## config.mk

```make
export PLATFORM = sky130hd
export DESIGN_NAME = frfpo_seq
export DESIGN_NICKNAME = d
export VERILOG_FILES = /design/src/frame_rotate_flip_point_ops_defines.svh /design/src/frfpo_pkg.sv /design/src/frfpo_seq.sv
export SDC_FILE = /design/constraint.sdc
export NUM_CORES = 1
export LEC_CHECK = 0
export BUFFER_PORTS_ARGS = -buffer_cell sky130_fd_sc_hd__buf_2
export CAP_MARGIN = 20
export CELL_PAD_IN_SITES_DETAIL_PLACEMENT = 0
export CELL_PAD_IN_SITES_GLOBAL_PLACEMENT = 2
export CORE_MARGIN = 5
export CORE_UTILIZATION = 36
export CTS_CLUSTER_SIZE = 10
export DETAILED_ROUTE_END_ITERATION = 8
export MAX_ROUTING_LAYER = met4
export PLACE_DENSITY = 0.94
export SLEW_MARGIN = 20
export SYNTH_ARGS = -nofsm -noshare
export SYNTH_HDL_FRONTEND = slang
export SYNTH_SLANG_ARGS = --single-unit
```

## constraint.sdc

```tcl
create_clock -name clk -period 15.8 [get_ports clk]
set_input_delay 1.58 -clock clk [delete_from_list [all_inputs] [get_ports clk]]
set_output_delay 1.58 -clock clk [all_outputs]
set_load 0.01 [all_outputs]
```

## src/frame_rotate_flip_point_ops_defines.svh

```systemverilog
// Assertion macros for the frame engine top level.
// Each macro takes a label, the clock and (where used) the active-low reset.
`ifndef FRAME_ROTATE_FLIP_POINT_OPS_DEFINES_SVH
`define FRAME_ROTATE_FLIP_POINT_OPS_DEFINES_SVH

`ifndef SYNTHESIS
// Checked property, disabled while reset is asserted.
`define FRFPO_ASSERT(name, clk_s, rstn_s, prop) \
  name: assert property (@(posedge clk_s) disable iff (!rstn_s) (prop)) \
    else $error("frfpo assertion failed");
// Checked property that also holds during reset.
`define FRFPO_ASSERT_NORST(name, clk_s, prop) \
  name: assert property (@(posedge clk_s) (prop)) \
    else $error("frfpo assertion failed");
`else
`define FRFPO_ASSERT(name, clk_s, rstn_s, prop)
`define FRFPO_ASSERT_NORST(name, clk_s, prop)
`endif

`endif

```

## src/frfpo_pkg.sv

```systemverilog
package frfpo_pkg;

  // Frame store geometry.
  localparam int MAX_WIDTH   = 256;
  localparam int MAX_HEIGHT  = 256;
  localparam int STORE_DEPTH = MAX_WIDTH * MAX_HEIGHT;
  localparam int ADDR_W      = $clog2(STORE_DEPTH);
  localparam int CNT_W       = ADDR_W + 1;
  localparam int POS_W       = $clog2((MAX_WIDTH > MAX_HEIGHT) ? MAX_WIDTH : MAX_HEIGHT);

  // Field widths.
  localparam int DIM_W  = 9;
  localparam int AREA_W = 2 * DIM_W;
  localparam int CH_W   = 8;
  localparam int PIX_W  = 3 * CH_W;
  localparam int SUM_W  = CH_W + 2;
  localparam int OFF_W  = 9;
  localparam int GEO_W  = 3;
  localparam int PT_W   = 2;

  // Read address product and the signed sum used for the brightness clamp.
  localparam int PROD_W = POS_W + DIM_W;
  localparam int BV_W   = CH_W + 3;

  // Configuration port.
  localparam int PADDR_W = 5;
  localparam int DATA_W  = 32;
  localparam int IDX_W   = PADDR_W - 2;

  localparam logic [IDX_W-1:0] REG_GEOMETRY   = 3'd0;
  localparam logic [IDX_W-1:0] REG_POINT      = 3'd1;
  localparam logic [IDX_W-1:0] REG_BRIGHTNESS = 3'd2;
  localparam logic [IDX_W-1:0] REG_WIDTH      = 3'd3;
  localparam logic [IDX_W-1:0] REG_HEIGHT     = 3'd4;

  localparam logic [GEO_W-1:0] GEO_IDENT  = 3'd0;
  localparam logic [GEO_W-1:0] GEO_ROT90  = 3'd1;
  localparam logic [GEO_W-1:0] GEO_ROT180 = 3'd2;
  localparam logic [GEO_W-1:0] GEO_ROT270 = 3'd3;
  localparam logic [GEO_W-1:0] GEO_MIRROR = 3'd4;

  localparam logic [PT_W-1:0] PT_NONE   = 2'd0;
  localparam logic [PT_W-1:0] PT_GRAY   = 2'd1;
  localparam logic [PT_W-1:0] PT_INVERT = 2'd2;
  localparam logic [PT_W-1:0] PT_BRIGHT = 2'd3;

  localparam logic ACT_LOAD  = 1'b0;
  localparam logic ACT_FETCH = 1'b1;

  localparam logic [DIM_W-1:0] DIM_RESET = 9'd256;
  localparam logic [CH_W-1:0]  CH_MAX    = 8'd255;

  // Division by three through a reciprocal; exact for sums up to 3 * 255.
  localparam int DIV3_MUL   = 683;
  localparam int DIV3_SHIFT = 11;
  localparam int DIV3_W     = SUM_W + DIV3_SHIFT;

  typedef struct packed {
    logic            action;
    logic [CH_W-1:0] red_in;
    logic [CH_W-1:0] green_in;
    logic [CH_W-1:0] blue_in;
  } in_item_t;

  typedef struct packed {
    logic [CH_W-1:0] red_out;
    logic [CH_W-1:0] green_out;
    logic [CH_W-1:0] blue_out;
    logic            end_of_row;
    logic            end_of_frame;
    logic            not_ready;
  } out_item_t;

  typedef struct packed {
    logic [GEO_W-1:0]        geometry_mode;
    logic [PT_W-1:0]         point_mode;
    logic signed [OFF_W-1:0] brightness_offset;
    logic [DIM_W-1:0]        image_width;
    logic [DIM_W-1:0]        image_height;
  } cfg_t;

  typedef struct packed {
    logic geom_wr;
    logic dim_wr;
  } cfg_evt_t;

  typedef struct packed {
    logic              we;
    logic [ADDR_W-1:0] waddr;
    logic [PIX_W-1:0]  wdata;
    logic              re;
    logic [ADDR_W-1:0] raddr;
  } mem_req_t;

  typedef struct packed {
    logic not_ready;
    logic end_of_row;
    logic end_of_frame;
  } tag_t;

  // A zero dimension acts as one, an oversized one as the store limit.
  function automatic logic [DIM_W-1:0] eff_dim(input logic [DIM_W-1:0] v, input int maxv);
    logic [DIM_W-1:0] res;
    if (v == '0) begin
      res = DIM_W'(1);
    end else if (int'(v) > maxv) begin
      res = DIM_W'(maxv);
    end else begin
      res = v;
    end
    return res;
  endfunction

  function automatic logic [CH_W-1:0] div3(input logic [SUM_W-1:0] s);
    logic [DIV3_W-1:0] p;
    p = DIV3_W'(s) * DIV3_W'(DIV3_MUL);
    return p[DIV3_SHIFT +: CH_W];
  endfunction

endpackage

```

## src/frfpo_seq.sv

```systemverilog
module frfpo_seq (
  input  logic                  clk,
  input  logic                  rst_n,
  input  logic                  accept,
  input  frfpo_pkg::in_item_t   item,
  input  frfpo_pkg::cfg_t       cfg,
  input  frfpo_pkg::cfg_evt_t   evt,
  output frfpo_pkg::mem_req_t   mem_req,
  output frfpo_pkg::tag_t       tag
);

  logic [frfpo_pkg::POS_W-1:0]  row_r, row_nxt;
  logic [frfpo_pkg::POS_W-1:0]  col_r, col_nxt;
  logic [frfpo_pkg::CNT_W-1:0]  load_count_r, load_count_nxt;
  logic                         frame_full_r, frame_full_nxt;

  logic [frfpo_pkg::DIM_W-1:0]  w, h, ow, oh, wm1, hm1;
  logic [frfpo_pkg::DIM_W-1:0]  row9, col9, row_i, col_i, sy9, sx9;
  logic [frfpo_pkg::GEO_W-1:0]  geo;
  logic                         swap, in_range, eor, last_row;
  logic [frfpo_pkg::PROD_W-1:0] prod, raddr_sum;
  logic [frfpo_pkg::AREA_W-1:0] area;
  logic [frfpo_pkg::CNT_W-1:0]  base, cnt_inc;
  logic                         is_load, is_fetch;

  always_comb begin
    w    = frfpo_pkg::eff_dim(cfg.image_width, frfpo_pkg::MAX_WIDTH);
    h    = frfpo_pkg::eff_dim(cfg.image_height, frfpo_pkg::MAX_HEIGHT);
    wm1  = w - frfpo_pkg::DIM_W'(1);
    hm1  = h - frfpo_pkg::DIM_W'(1);
    geo  = (cfg.geometry_mode > frfpo_pkg::GEO_MIRROR) ? frfpo_pkg::GEO_IDENT
                                                        : cfg.geometry_mode;
    swap = (geo == frfpo_pkg::GEO_ROT90) || (geo == frfpo_pkg::GEO_ROT270);
    ow   = swap ? h : w;
    oh   = swap ? w : h;

    row9     = frfpo_pkg::DIM_W'(row_r);
    col9     = frfpo_pkg::DIM_W'(col_r);
    in_range = (row9 < oh) && (col9 < ow);
    row_i    = in_range ? row9 : '0;
    col_i    = in_range ? col9 : '0;

    // Source coordinate in the loaded frame for the current output position.
    case (geo)
      frfpo_pkg::GEO_ROT90: begin
        sy9 = hm1 - col_i;
        sx9 = row_i;
      end
      frfpo_pkg::GEO_ROT180: begin
        sy9 = hm1 - row_i;
        sx9 = wm1 - col_i;
      end
      frfpo_pkg::GEO_ROT270: begin
        sy9 = col_i;
        sx9 = wm1 - row_i;
      end
      frfpo_pkg::GEO_MIRROR: begin
        sy9 = row_i;
        sx9 = wm1 - col_i;
      end
      default: begin
        sy9 = row_i;
        sx9 = col_i;
      end
    endcase

    prod      = frfpo_pkg::PROD_W'(sy9[frfpo_pkg::POS_W-1:0]) * frfpo_pkg::PROD_W'(w);
    raddr_sum = prod + frfpo_pkg::PROD_W'(sx9[frfpo_pkg::POS_W-1:0]);

    eor      = (col_i == ow - frfpo_pkg::DIM_W'(1));
    last_row = (row_i == oh - frfpo_pkg::DIM_W'(1));

    area    = frfpo_pkg::AREA_W'(w) * frfpo_pkg::AREA_W'(h);
    base    = frame_full_r ? '0 : load_count_r;
    cnt_inc = base + frfpo_pkg::CNT_W'(1);

    is_load  = accept && (item.action == frfpo_pkg::ACT_LOAD);
    is_fetch = accept && (item.action == frfpo_pkg::ACT_FETCH);

    mem_req.we    = is_load && (base < frfpo_pkg::CNT_W'(frfpo_pkg::STORE_DEPTH));
    mem_req.waddr = base[frfpo_pkg::ADDR_W-1:0];
    mem_req.wdata = {item.red_in, item.green_in, item.blue_in};
    mem_req.re    = is_fetch && frame_full_r;
    mem_req.raddr = raddr_sum[frfpo_pkg::ADDR_W-1:0];

    tag.not_ready    = !frame_full_r;
    tag.end_of_row   = frame_full_r && eor;
    tag.end_of_frame = frame_full_r && eor && last_row;
  end

  always_comb begin
    row_nxt        = row_r;
    col_nxt        = col_r;
    load_count_nxt = load_count_r;
    frame_full_nxt = frame_full_r;
    if (evt.dim_wr) begin
      row_nxt        = '0;
      col_nxt        = '0;
      load_count_nxt = '0;
      frame_full_nxt = 1'b0;
    end else if (evt.geom_wr) begin
      row_nxt = '0;
      col_nxt = '0;
    end else if (is_load) begin
      // A load into a full frame starts a new one.
      if (frame_full_r) begin
        row_nxt = '0;
        col_nxt = '0;
      end
      load_count_nxt = cnt_inc;
      frame_full_nxt = (frfpo_pkg::AREA_W'(cnt_inc) >= area);
    end else if (is_fetch && frame_full_r) begin
      if (eor) begin
        col_nxt = '0;
        row_nxt = last_row ? '0 : frfpo_pkg::POS_W'(row_i + frfpo_pkg::DIM_W'(1));
      end else begin
        row_nxt = row_i[frfpo_pkg::POS_W-1:0];
        col_nxt = frfpo_pkg::POS_W'(col_i + frfpo_pkg::DIM_W'(1));
      end
    end
  end

  always_ff @(posedge clk) begin
    if (!rst_n) begin
      row_r        <= '0;
      col_r        <= '0;
      load_count_r <= '0;
      frame_full_r <= 1'b0;
    end else begin
      row_r        <= row_nxt;
      col_r        <= col_nxt;
      load_count_r <= load_count_nxt;
      frame_full_r <= frame_full_nxt;
    end
  end

endmodule

```

==> Implementation_results.wiki, run 1 <==
{| class="wikitable"
! Metric !! Value
|-
| Outcome || did not finish
|-
| Exit stage || detailed routing
|-
| First error in the log || [ERROR DRT-0255] Maze Route cannot find path of net item[20] in worker of routeBox ( 144900 96600 ) ( 180030 144900 ).
|-
| Number of instances resized during post-cts repair || 0
|-
| Via count of the first global-routing pass || 9482
|-
| Root buffer selected by CTS || clkbuf_16
|-
| Proportion of netlist area held by the largest area contributor || 19.4%
|-
| Count of hold buffers inserted by post-cts repair || 0
|-
| Effective utilization at floorplan || 36.4%
|-
| Total cell area at the placement stage || 0.0109 mm²
|-
| # Post-CTS Setup Buffers || 0
|-
| Global-route wire length before repair || 49600 µm
|-
| Net Count, Synth || 1682
|-
| Async set-reset flop share out of synthesis || 0%
|-
| Count of pins on the block boundary || 123
|-
| Antenna violations before repair || 3
|-
| Average cell area after synthesis || 7.47 µm²
|-
| Pin count of the biggest net entering global routing || 34
|-
| Synthesized flop and latch total || 34
|-
| Leading post-synthesis cells by cell area || fa_1 (19%), ha_1 (15%), inv_1 (6.7%), dfxtp_1 (6.5%), nor2_1 (6.0%)
|-
| Floorplan die height || 180 µm
|-
| Global-route usage over all layers || 18.9%
|-
| Number of flops mapped to enable cells by yosys || 0
|-
| Post-synthesis sequential area ratio || 6.54%
|-
| Netlist area before placement || 0.0104 mm²
|-
| GRT Residual Overflow || 0
|-
| Port bufs || 63
|-
| Number of instances in the synthesized netlist || 1394
|-
| Number of warnings reported in the yosys synthesis log || 0
|-
| Most used DFF post-synth || dfxtp_1
|-
| Yosys top cell by area || fa_1
|-
| Number of buffers inserted during clock tree synthesis || 5
|-
| Synth unique cells || 78
|-
| Detailed placement HPWL || 23600 µm
|-
| Gp weighted congestion || 0.897
|-
| Longest Clk Path Bufs || 2
|-
| Total number of placement rows || 62
|-
| H-Tree Level Count || 2
|-
| Sink count of the clock tree || 34
|-
| Die span in x || 180 µm
|}
synthesized netlist by cell type, types with 26 or more instances:
master,instances
inv_1,187
nor2_1,165
nand2_1,148
ha_1,125
fa_1,101
a21oi_1,69
clkbuf_1,49
xnor2_1,48
nor2b_1,39
o21ai_0,38
dfxtp_1,34
xor2_1,27
buf_4,26
stage by stage:
| stage | setup slack [ps] | cells |
|---|---|---|
| after global routing | 887 | 1788 |
| after CTS | 1930 | 1785 |
| after detailed placement | 1950 | 1777 |
| after global placement | 2050 | 1777 |
| after floorplan | 3550 | 1394 |
cells by family after synthesis:
family / share of synthesized area (%)
muxes: 2.63
and+or+nand+nor: 23.3
adders and majority gates: 34.6
xor gates and xnor gates: 6.31
buffers and inverters: 11.4
DFF: 6.54
AOI/OAI and AO/OA: 15.2
layer usage:
metal / global-route usage [%]
met1: 25.5
met2: 30.6
met3: 2.48
met4: 4.36
met5: -
==> inputs of run 2 (changes only) <==
--- a/config.mk
+++ b/config.mk
@@ -7,14 +7,10 @@
 export LEC_CHECK = 0
 export BUFFER_PORTS_ARGS = -buffer_cell sky130_fd_sc_hd__buf_2
 export CAP_MARGIN = 20
-export CELL_PAD_IN_SITES_DETAIL_PLACEMENT = 0
-export CELL_PAD_IN_SITES_GLOBAL_PLACEMENT = 2
 export CORE_MARGIN = 5
-export CORE_UTILIZATION = 36
-export CTS_CLUSTER_SIZE = 10
+export CORE_UTILIZATION = 35
 export DETAILED_ROUTE_END_ITERATION = 8
-export MAX_ROUTING_LAYER = met4
-export PLACE_DENSITY = 0.94
+export PLACE_DENSITY_LB_ADDON = 0.15
 export SLEW_MARGIN = 20
 export SYNTH_ARGS = -nofsm -noshare
 export SYNTH_HDL_FRONTEND = slang
==> Implementation_results.wiki, run 2 <==
{| class="wikitable"
! Metric !! Value
|-
| Outcome || complete, no violations (was did not finish)
|-
| DRT iter0 DRCs || 581
|-
| Largest registers ranked by flip-flop count || load_count_r x17, col_r x8, row_r x8
|-
| Delay contributed by the slowest stage of the critical path || 740 ps
|-
| Die span in x || 182 µm (was 180 µm)
|-
| Number of flops mapped to enable cells by yosys || 0 (unchanged)
|-
| Startpoint type of the worst setup path || primary input
|-
| Leading post-synthesis cells by cell area || fa_1 (19%), ha_1 (15%), inv_1 (6.7%), dfxtp_1 (6.5%), nor2_1 (6.0%) (unchanged)
|-
| Reg area || 681 µm²
|-
| Synthesized flop and latch total || 34 (unchanged)
|-
| Post-synthesis adder-cell area fraction || 34.6% (unchanged)
|-
| Gp weighted congestion || 0.869 (was 0.897)
|-
| Clock Latency Late Sink || 290 ps
|-
| Router iterations before antenna repair || 5
|-
| # Post-CTS Setup Buffers || 0 (unchanged)
|-
| Sink count of the clock tree || 34 (unchanged)
|-
| Floorplan die height || 182 µm (was 180 µm)
|-
| Yosys top cell by area || fa_1 (unchanged)
|-
| Effective utilization at floorplan || 35.3% (was 36.4%)
|-
| Cell type of the slowest stage on the worst timing path || a21oi_1
|-
| Period utilisation layout || 87.0%
|-
| Transition time at the pin with the least slew margin || 932 ps
|-
| Xor and xnor area share after synthesis || 6.31% (unchanged)
|-
| Clock Skew || 6.29 ps
|-
| Net count, final || 1684
|-
| H-Tree Level Count || 2 (unchanged)
|-
| Power density over cell area || 44.4 mW/mm²
|-
| Clock transition at the registers of the reported paths || 60 ps
|-
| CP Max Fanout || 33
|-
| Final Max Tran Viols || 0
|-
| Multi-input logic area || 0.00855 mm²
|-
| Longest Clk Path Bufs || 2 (unchanged)
|-
| Most used standard cell by instance count after synthesis || inv_1 (unchanged)
|-
| Leakage power || 5.33 nW
|-
| Worst slew margin relative to its limit || 37.8%
|-
| Die Footprint || 0.0333 mm²
|-
| Async set-reset flop share out of synthesis || 0% (unchanged)
|-
| Area share of and/or/nand/nor cells after synthesis || 23.3% (unchanged)
|-
| Most common cell after layout, fill and taps aside || inv_1
|-
| Area growth, synth to finish || 6.41%
|-
| Hold Violations, Final || 0
|-
| TritonCTS clock tree || built
|-
| Port bufs || 63 (unchanged)
|-
| DR vias/cell || 5.25
|-
| Count of pins on the block boundary || 123 (unchanged)
|-
| Most used DFF post-synth || dfxtp_1 (unchanged)
|-
| Post-synthesis sequential area ratio || 6.54% (unchanged)
|-
| Number of instances resized during post-cts repair || 0 (unchanged)
|-
| Worst min-delay path class || reg2reg
|-
| Unrepaired setup endpoints after global routing || no
|-
| Netlist area before placement || 0.0104 mm² (unchanged)
|-
| Largest register FFs || 17
|-
| Dominant combinational cell family by area after synthesis || adder cells (unchanged)
|-
| Leading cell types by count after synthesis || inv_1 (187), nor2_1 (165), nand2_1 (148) (unchanged)
|-
| Aggregate negative setup slack || 0 ps
|-
| Proportion of netlist area held by the largest area contributor || 19.4% (unchanged)
|-
| Commonest non-fill, non-tap cells in the layout || inv_1 (187), nor2_1 (165), nand2_1 (148)
|-
| Via count of the first global-routing pass || 9346 (was 9482)
|-
| Compound-Gate Fraction of Synth Area || 15.2% (unchanged)
|-
| Overall routed net length || 30800 µm
|-
| Synth unique cells || 78 (unchanged)
|-
| Wirelength per Cell || 17.2 µm
|-
| Core region area || 0.0295 mm²
|-
| Root buffer selected by CTS || clkbuf_16 (unchanged)
|-
| Global-route wire length before repair || 50500 µm (was 49600 µm)
|-
| Net Count, Synth || 1682 (unchanged)
|-
| Final cell utilization of the core || 37.6%
|-
| Final antenna diode count || 0
|-
| Data required time at the worst endpoint || 14220 ps
|-
| Number of maximum-capacitance constraint violations || 0
|-
| Hold WS || 483 ps
|-
| Top cell by count, worst path || inv_1
|-
| Antenna Nets Post-Route || 0
|-
| Global-route usage over all layers || 18.7% (was 18.9%)
|-
| Detailed placement HPWL || 24400 µm (was 23600 µm)
|-
| Shortest period the worst path allows || 13740 ps
|-
| Worst vdd rail ir drop || 41.2 µV
|-
| Total number of placement rows || 63 (was 62)
|-
| Worst setup path category || in2out
|-
| Fraction of final layout cells with drive strength greater than 1 || 9.09%
|-
| Average cell area after synthesis || 7.47 µm² (unchanged)
|-
| Number of instances in the synthesized netlist || 1394 (unchanged)
|-
| Number of buffers inserted during clock tree synthesis || 5 (unchanged)
|-
| Pin count of the biggest net entering global routing || 34 (unchanged)
|-
| Via count || 9380
|-
| Total setup violations reported at the end of the flow || 0
|-
| Count of hold buffers inserted by post-cts repair || 0 (unchanged)
|-
| GRT Residual Overflow || 0 (unchanged)
|-
| Arrival time at the worst endpoint || 12160 ps
|-
| Antenna violations before repair || 0 (was 3)
|-
| Multiplexer area fraction after synthesis || 2.63% (unchanged)
|-
| Crit end category || primary output
|-
| Number of remaining DRC errors || 0
|-
| Filler instances || 3166
|-
| Register with the most flip-flops || load_count_r
|-
| Maximum frequency from static timing analysis || 72.8 MHz
|-
| Number of warnings reported in the yosys synthesis log || 0 (unchanged)
|}
## run 2: cell counts after synthesis
No cell type changed its count.
## run 2: worst paths after layout
| kind | cells past startpoint | to | slack (ps) | from |
|---|---|---|---|---|
| worst max-delay path | 42 | mem_req[15] | 2060 | cfg[17] |
| worst min register to register | 2 | load_count_r[1]$_SDFFE_PP0P_ | 480 | load_count_r[1]$_SDFFE_PP0P_ |
| worst min-delay path | 2 | load_count_r[1]$_SDFFE_PP0P_ | 480 | load_count_r[1]$_SDFFE_PP0P_ |
| worst max register to register | 12 | row_r[6]$_SDFFE_PP0P_ | 11370 | col_r[6]$_SDFFE_PP0P_ |
## run 2: per-stage QoR
stage	setup WS [ps]	area, µm²	power [W]	std cells
2_1_floorplan	3550	10400	0.000316	1394
3_3_place_gp	2200	10900	0.000387	1779
3_5_place_dp	2060	10900	0.000390	1779
4_1_cts	2060	11100	0.000498	1787
5_1_grt	1280	11100	0.000542	1787
6_report	2060	11100	0.000491	1787
## run 2: final cells by class
cell class / instances / share of cell area (%)
clock buffers: 7 / 1.29
clock inverters: 1 / 0.0452
inverters: 189 / 6.41
multi-input cells: 1078 / 77.2
flip-flops and latches: 34 / 6.15
well taps: 390 / 4.41
repair buffers: 88 / 4.54
## run 2: logic make-up after synthesis
family                   after synthesis
AND/OR/NAND/NOR                      510
buffers and inverters                282
AO/OA/AOI/OAI                        241
adder cells (fa/ha/maj)              227
XOR/XNOR                              75
flip-flops                            34
multiplexers                          25
## run 2: worst max-delay path, delay by kind of cell
family / cells / cell delay, ps
xor gates and xnor gates: 3 / 420
buffers and inverters: 10 / 1600
adders and majority gates: 8 / 3360
AOI/OAI and AO/OA: 14 / 3920
and+or+nand+nor: 7 / 1240
## run 2: power breakdown
group	total [W]	internal [W]	switching (W)
clock	0.000105	0.0000627	0.0000422
combinational	0.000300	0.000118	0.000182
sequential	0.0000866	0.0000863	0.000000357
## run 2: per-layer routing
metal / routed length (µm) / vias up / GRT usage, %
li1: - / 4595 / -
met1: 14700 / 4501 / 26.3
met2: 13900 / 247 / 30.7
met3: 1570 / 37 / 2.91
met4: 584 / 0 / 3.48
met5: 0 / - / 0
(Power assumes the default switching activity.)
==> inputs of run 3 (changes only) <==
--- a/config.mk
+++ b/config.mk
@@ -7,10 +7,13 @@
 export LEC_CHECK = 0
 export BUFFER_PORTS_ARGS = -buffer_cell sky130_fd_sc_hd__buf_2
 export CAP_MARGIN = 20
+export CELL_PAD_IN_SITES_DETAIL_PLACEMENT = 1
+export CELL_PAD_IN_SITES_GLOBAL_PLACEMENT = 2
 export CORE_MARGIN = 5
 export CORE_UTILIZATION = 35
 export DETAILED_ROUTE_END_ITERATION = 8
 export PLACE_DENSITY_LB_ADDON = 0.15
+export RECOVER_POWER = 50
 export SLEW_MARGIN = 20
 export SYNTH_ARGS = -nofsm -noshare
 export SYNTH_HDL_FRONTEND = slang
==> Implementation_results.wiki, run 3 (synthesis gave the netlist of run 2 again) <==
{| class="wikitable"
! Metric !! Value
|-
| Overall routed net length || 33600 µm (was 30800 µm)
|-
| Via count || 9410 (was 9380)
|-
| Hold Violations, Final || 0 (unchanged)
|-
| TritonCTS clock tree || built (unchanged)
|-
| Area growth, synth to finish || 6.53% (was 6.41%)
|-
| Data required time at the worst endpoint || 14220 ps (about the same)
|-
| Seq pwr share || 17.1% (was 17.6%)
|-
| Total placed cells including tap cells || 1783 (was 1779)
|-
| Number of maximum-capacitance constraint violations || 0 (unchanged)
|-
| Longest Clk Path Bufs || 2 (unchanged)
|-
| Core region area || 0.0295 mm² (unchanged)
|-
| H-Tree Level Count || 2 (unchanged)
|-
| Sw power || 0.000228 W (was 0.000225 W)
|-
| Count of hold buffers inserted by post-cts repair || 0 (unchanged)
|-
| Worst slew margin relative to its limit || 16.8% (was 37.8%)
|-
| Outcome || complete, no violations (unchanged)
|-
| Worst min-delay path class || reg2reg (unchanged)
|-
| Commonest non-fill, non-tap cells in the layout || inv_1 (187), nor2_1 (165), nand2_1 (148) (unchanged)
|-
| GRT Residual Overflow || 0 (unchanged)
|-
| Hold WS || 468 ps (was 483 ps)
|-
| Period utilisation layout || 90.0% (was 87.0%)
|-
| Effective utilization at floorplan || 35.3% (unchanged)
|-
| DR vias/cell || 5.25 (about the same)
|-
| Root buffer selected by CTS || clkbuf_16 (unchanged)
|-
| Final cell utilization of the core || 37.6% (about the same)
|-
| # Post-CTS Setup Buffers || 0 (unchanged)
|-
| Cell type of the slowest stage on the worst timing path || a32oi_1 (was a21oi_1)
|-
| Global-route usage over all layers || 20.6% (was 18.7%)
|-
| Register with the most flip-flops || load_count_r (unchanged)
|-
| Power density over cell area || 45.7 mW/mm² (was 44.4 mW/mm²)
|-
| DRT iter0 DRCs || 509 (was 581)
|-
| Layout Cell Area excl Fill || 0.0111 mm² (about the same)
|-
| Die span in x || 182 µm (unchanged)
|-
| Clock transition at the registers of the reported paths || 60 ps (about the same)
|-
| Number of instances resized during post-cts repair || 0 (unchanged)
|-
| Startpoint type of the worst setup path || primary input (unchanged)
|-
| CP Max Fanout || 26 (was 33)
|-
| Number of remaining DRC errors || 0 (unchanged)
|-
| Shortest period the worst path allows || 14220 ps (was 13740 ps)
|-
| Clock network power share || 22.5% (was 21.3%)
|-
| Internal power summed over all cells || 0.000279 W (was 0.000267 W)
|-
| Global-route wire length before repair || 55000 µm (was 50500 µm)
|-
| Floorplan die height || 182 µm (unchanged)
|-
| Worst vdd rail ir drop || 51.0 µV (was 41.2 µV)
|-
| Crit end category || primary output (unchanged)
|-
| Via count of the first global-routing pass || 9949 (was 9346)
|-
| Clock Skew || 4.95 ps (was 6.29 ps)
|-
| Fraction of final layout cells with drive strength greater than 1 || 7.78% (was 9.09%)
|-
| Fraction of power spent switching nets || 45.0% (was 45.7%)
|-
| Sink count of the clock tree || 34 (unchanged)
|-
| Unrepaired setup endpoints after global routing || no (unchanged)
|-
| Maximum frequency from static timing analysis || 70.3 MHz (was 72.8 MHz)
|-
| Net count, final || 1688 (was 1684)
|-
| Die Footprint || 0.0333 mm² (unchanged)
|-
| Clock Latency Late Sink || 280 ps (was 290 ps)
|-
| Delay contributed by the slowest stage of the critical path || 730 ps (was 740 ps)
|-
| Pin count of the biggest net entering global routing || 34 (unchanged)
|-
| Detailed placement HPWL || 27300 µm (was 24400 µm)
|-
| Router iterations before antenna repair || 5 (unchanged)
|-
| Top cell by count, worst path || inv_1 (unchanged)
|-
| Largest registers ranked by flip-flop count || load_count_r x17, col_r x8, row_r x8 (unchanged)
|-
| Total setup violations reported at the end of the flow || 0 (unchanged)
|-
| Antenna violations before repair || 1 (was 0)
|-
| Transition time at the pin with the least slew margin || 1250 ps (was 932 ps)
|-
| Leakage power || 5.28 nW (was 5.33 nW)
|-
| Port bufs || 63 (unchanged)
|-
| Final standard cell count with taps included and fillers excluded || 1792 (was 1787)
|-
| Antenna Nets Post-Route || 0 (unchanged)
|-
| Count of pins on the block boundary || 123 (unchanged)
|-
| Total cell area at the placement stage || 0.0110 mm² (was 0.0109 mm²)
|-
| Aggregate negative setup slack || 0 ps (unchanged)
|-
| Worst setup path category || in2out (unchanged)
|-
| Gp weighted congestion || 0.872 (was 0.869)
|-
| Arrival time at the worst endpoint || 12640 ps (was 12160 ps)
|-
| Final Max Tran Viols || 0 (unchanged)
|-
| Total number of placement rows || 63 (unchanged)
|-
| Filler instances || 3702 (was 3166)
|-
| Wirelength per Cell || 18.8 µm (was 17.2 µm)
|-
| Number of buffers inserted during clock tree synthesis || 5 (unchanged)
|-
| Largest register FFs || 17 (unchanged)
|-
| Most common cell after layout, fill and taps aside || inv_1 (unchanged)
|-
| Proportion of power drawn by combinational gates || 60.3% (was 61.0%)
|}
-- run 3: cell types whose count changed in the layout (fill, tap and decap cells not counted), sizes merged --
cell and change:
diode +1, clkbuf +19, bufinv +1, clkinv -1
buf -15
-- run 3: stage by stage --
step           setup slack, ps  power, W
3_3_place_gp              1690  0.000392
5_1_grt                    734  0.000560
6_report                  1580  0.000506
4_1_cts                   1490  0.000517
3_5_place_dp              1550  0.000397
2_1_floorplan             3550  0.000316
-- run 3: power by group through the flow --
stage | clock network (W) | registers (W) | logic (W)
floorplan | 0 | 0.0000885 | 0.000228
global placement | 0 | 0.0000886 | 0.000304
detailed placement | 0 | 0.0000886 | 0.000308
CTS | 0.000119 | 0.0000866 | 0.000312
global route | 0.000122 | 0.0000867 | 0.000351
finish | 0.000114 | 0.0000867 | 0.000305
-- run 3: layer usage --
layer	GRT usage [%]	wire, µm
met5	0	0
met4	2.58	458
met3	2.55	1130
met2	35.1	16000
met1	28.7	16000
-- run 3: path summary, 6_finish.rpt --
kind / start / endpoint / depth (start not counted) / slack [ps]
setup / recovery: cfg[17] / mem_req[15] / 43 / 1580
hold / removal: load_count_r[1]$_SDFFE_PP0P_ / load_count_r[1]$_SDFFE_PP0P_ / 2 / 470
setup reg to reg: col_r[6]$_SDFFE_PP0P_ / row_r[3]$_SDFFE_PP0P_ / 14 / 11430
hold reg to reg: load_count_r[1]$_SDFFE_PP0P_ / load_count_r[1]$_SDFFE_PP0P_ / 2 / 470
-- run 3: layout make-up --
cell class / instances / area (µm²) / area share (%)
Inverter: 189 / 709 / 6.40
Clock inverter: 1 / 30.0 / 0.271
Timing Repair Buffer: 92 / 504 / 4.55
Multi-Input combinational cell: 1078 / 8540 / 77.0
Antenna cell: 1 / 2.50 / 0.0226
Clock buffer: 7 / 133 / 1.20
Tap cell: 390 / 488 / 4.40
Sequential cell: 34 / 681 / 6.14
-- run 3: worst max-delay path, delay by kind of cell --
kind                       cells  cell delay [ps]
AOI/OAI and AO/OA             15             4020
adders and majority gates      7             3080
buffers and inverters         10             1750
and+or+nand+nor                8             1670
xor gates and xnor gates       3              470
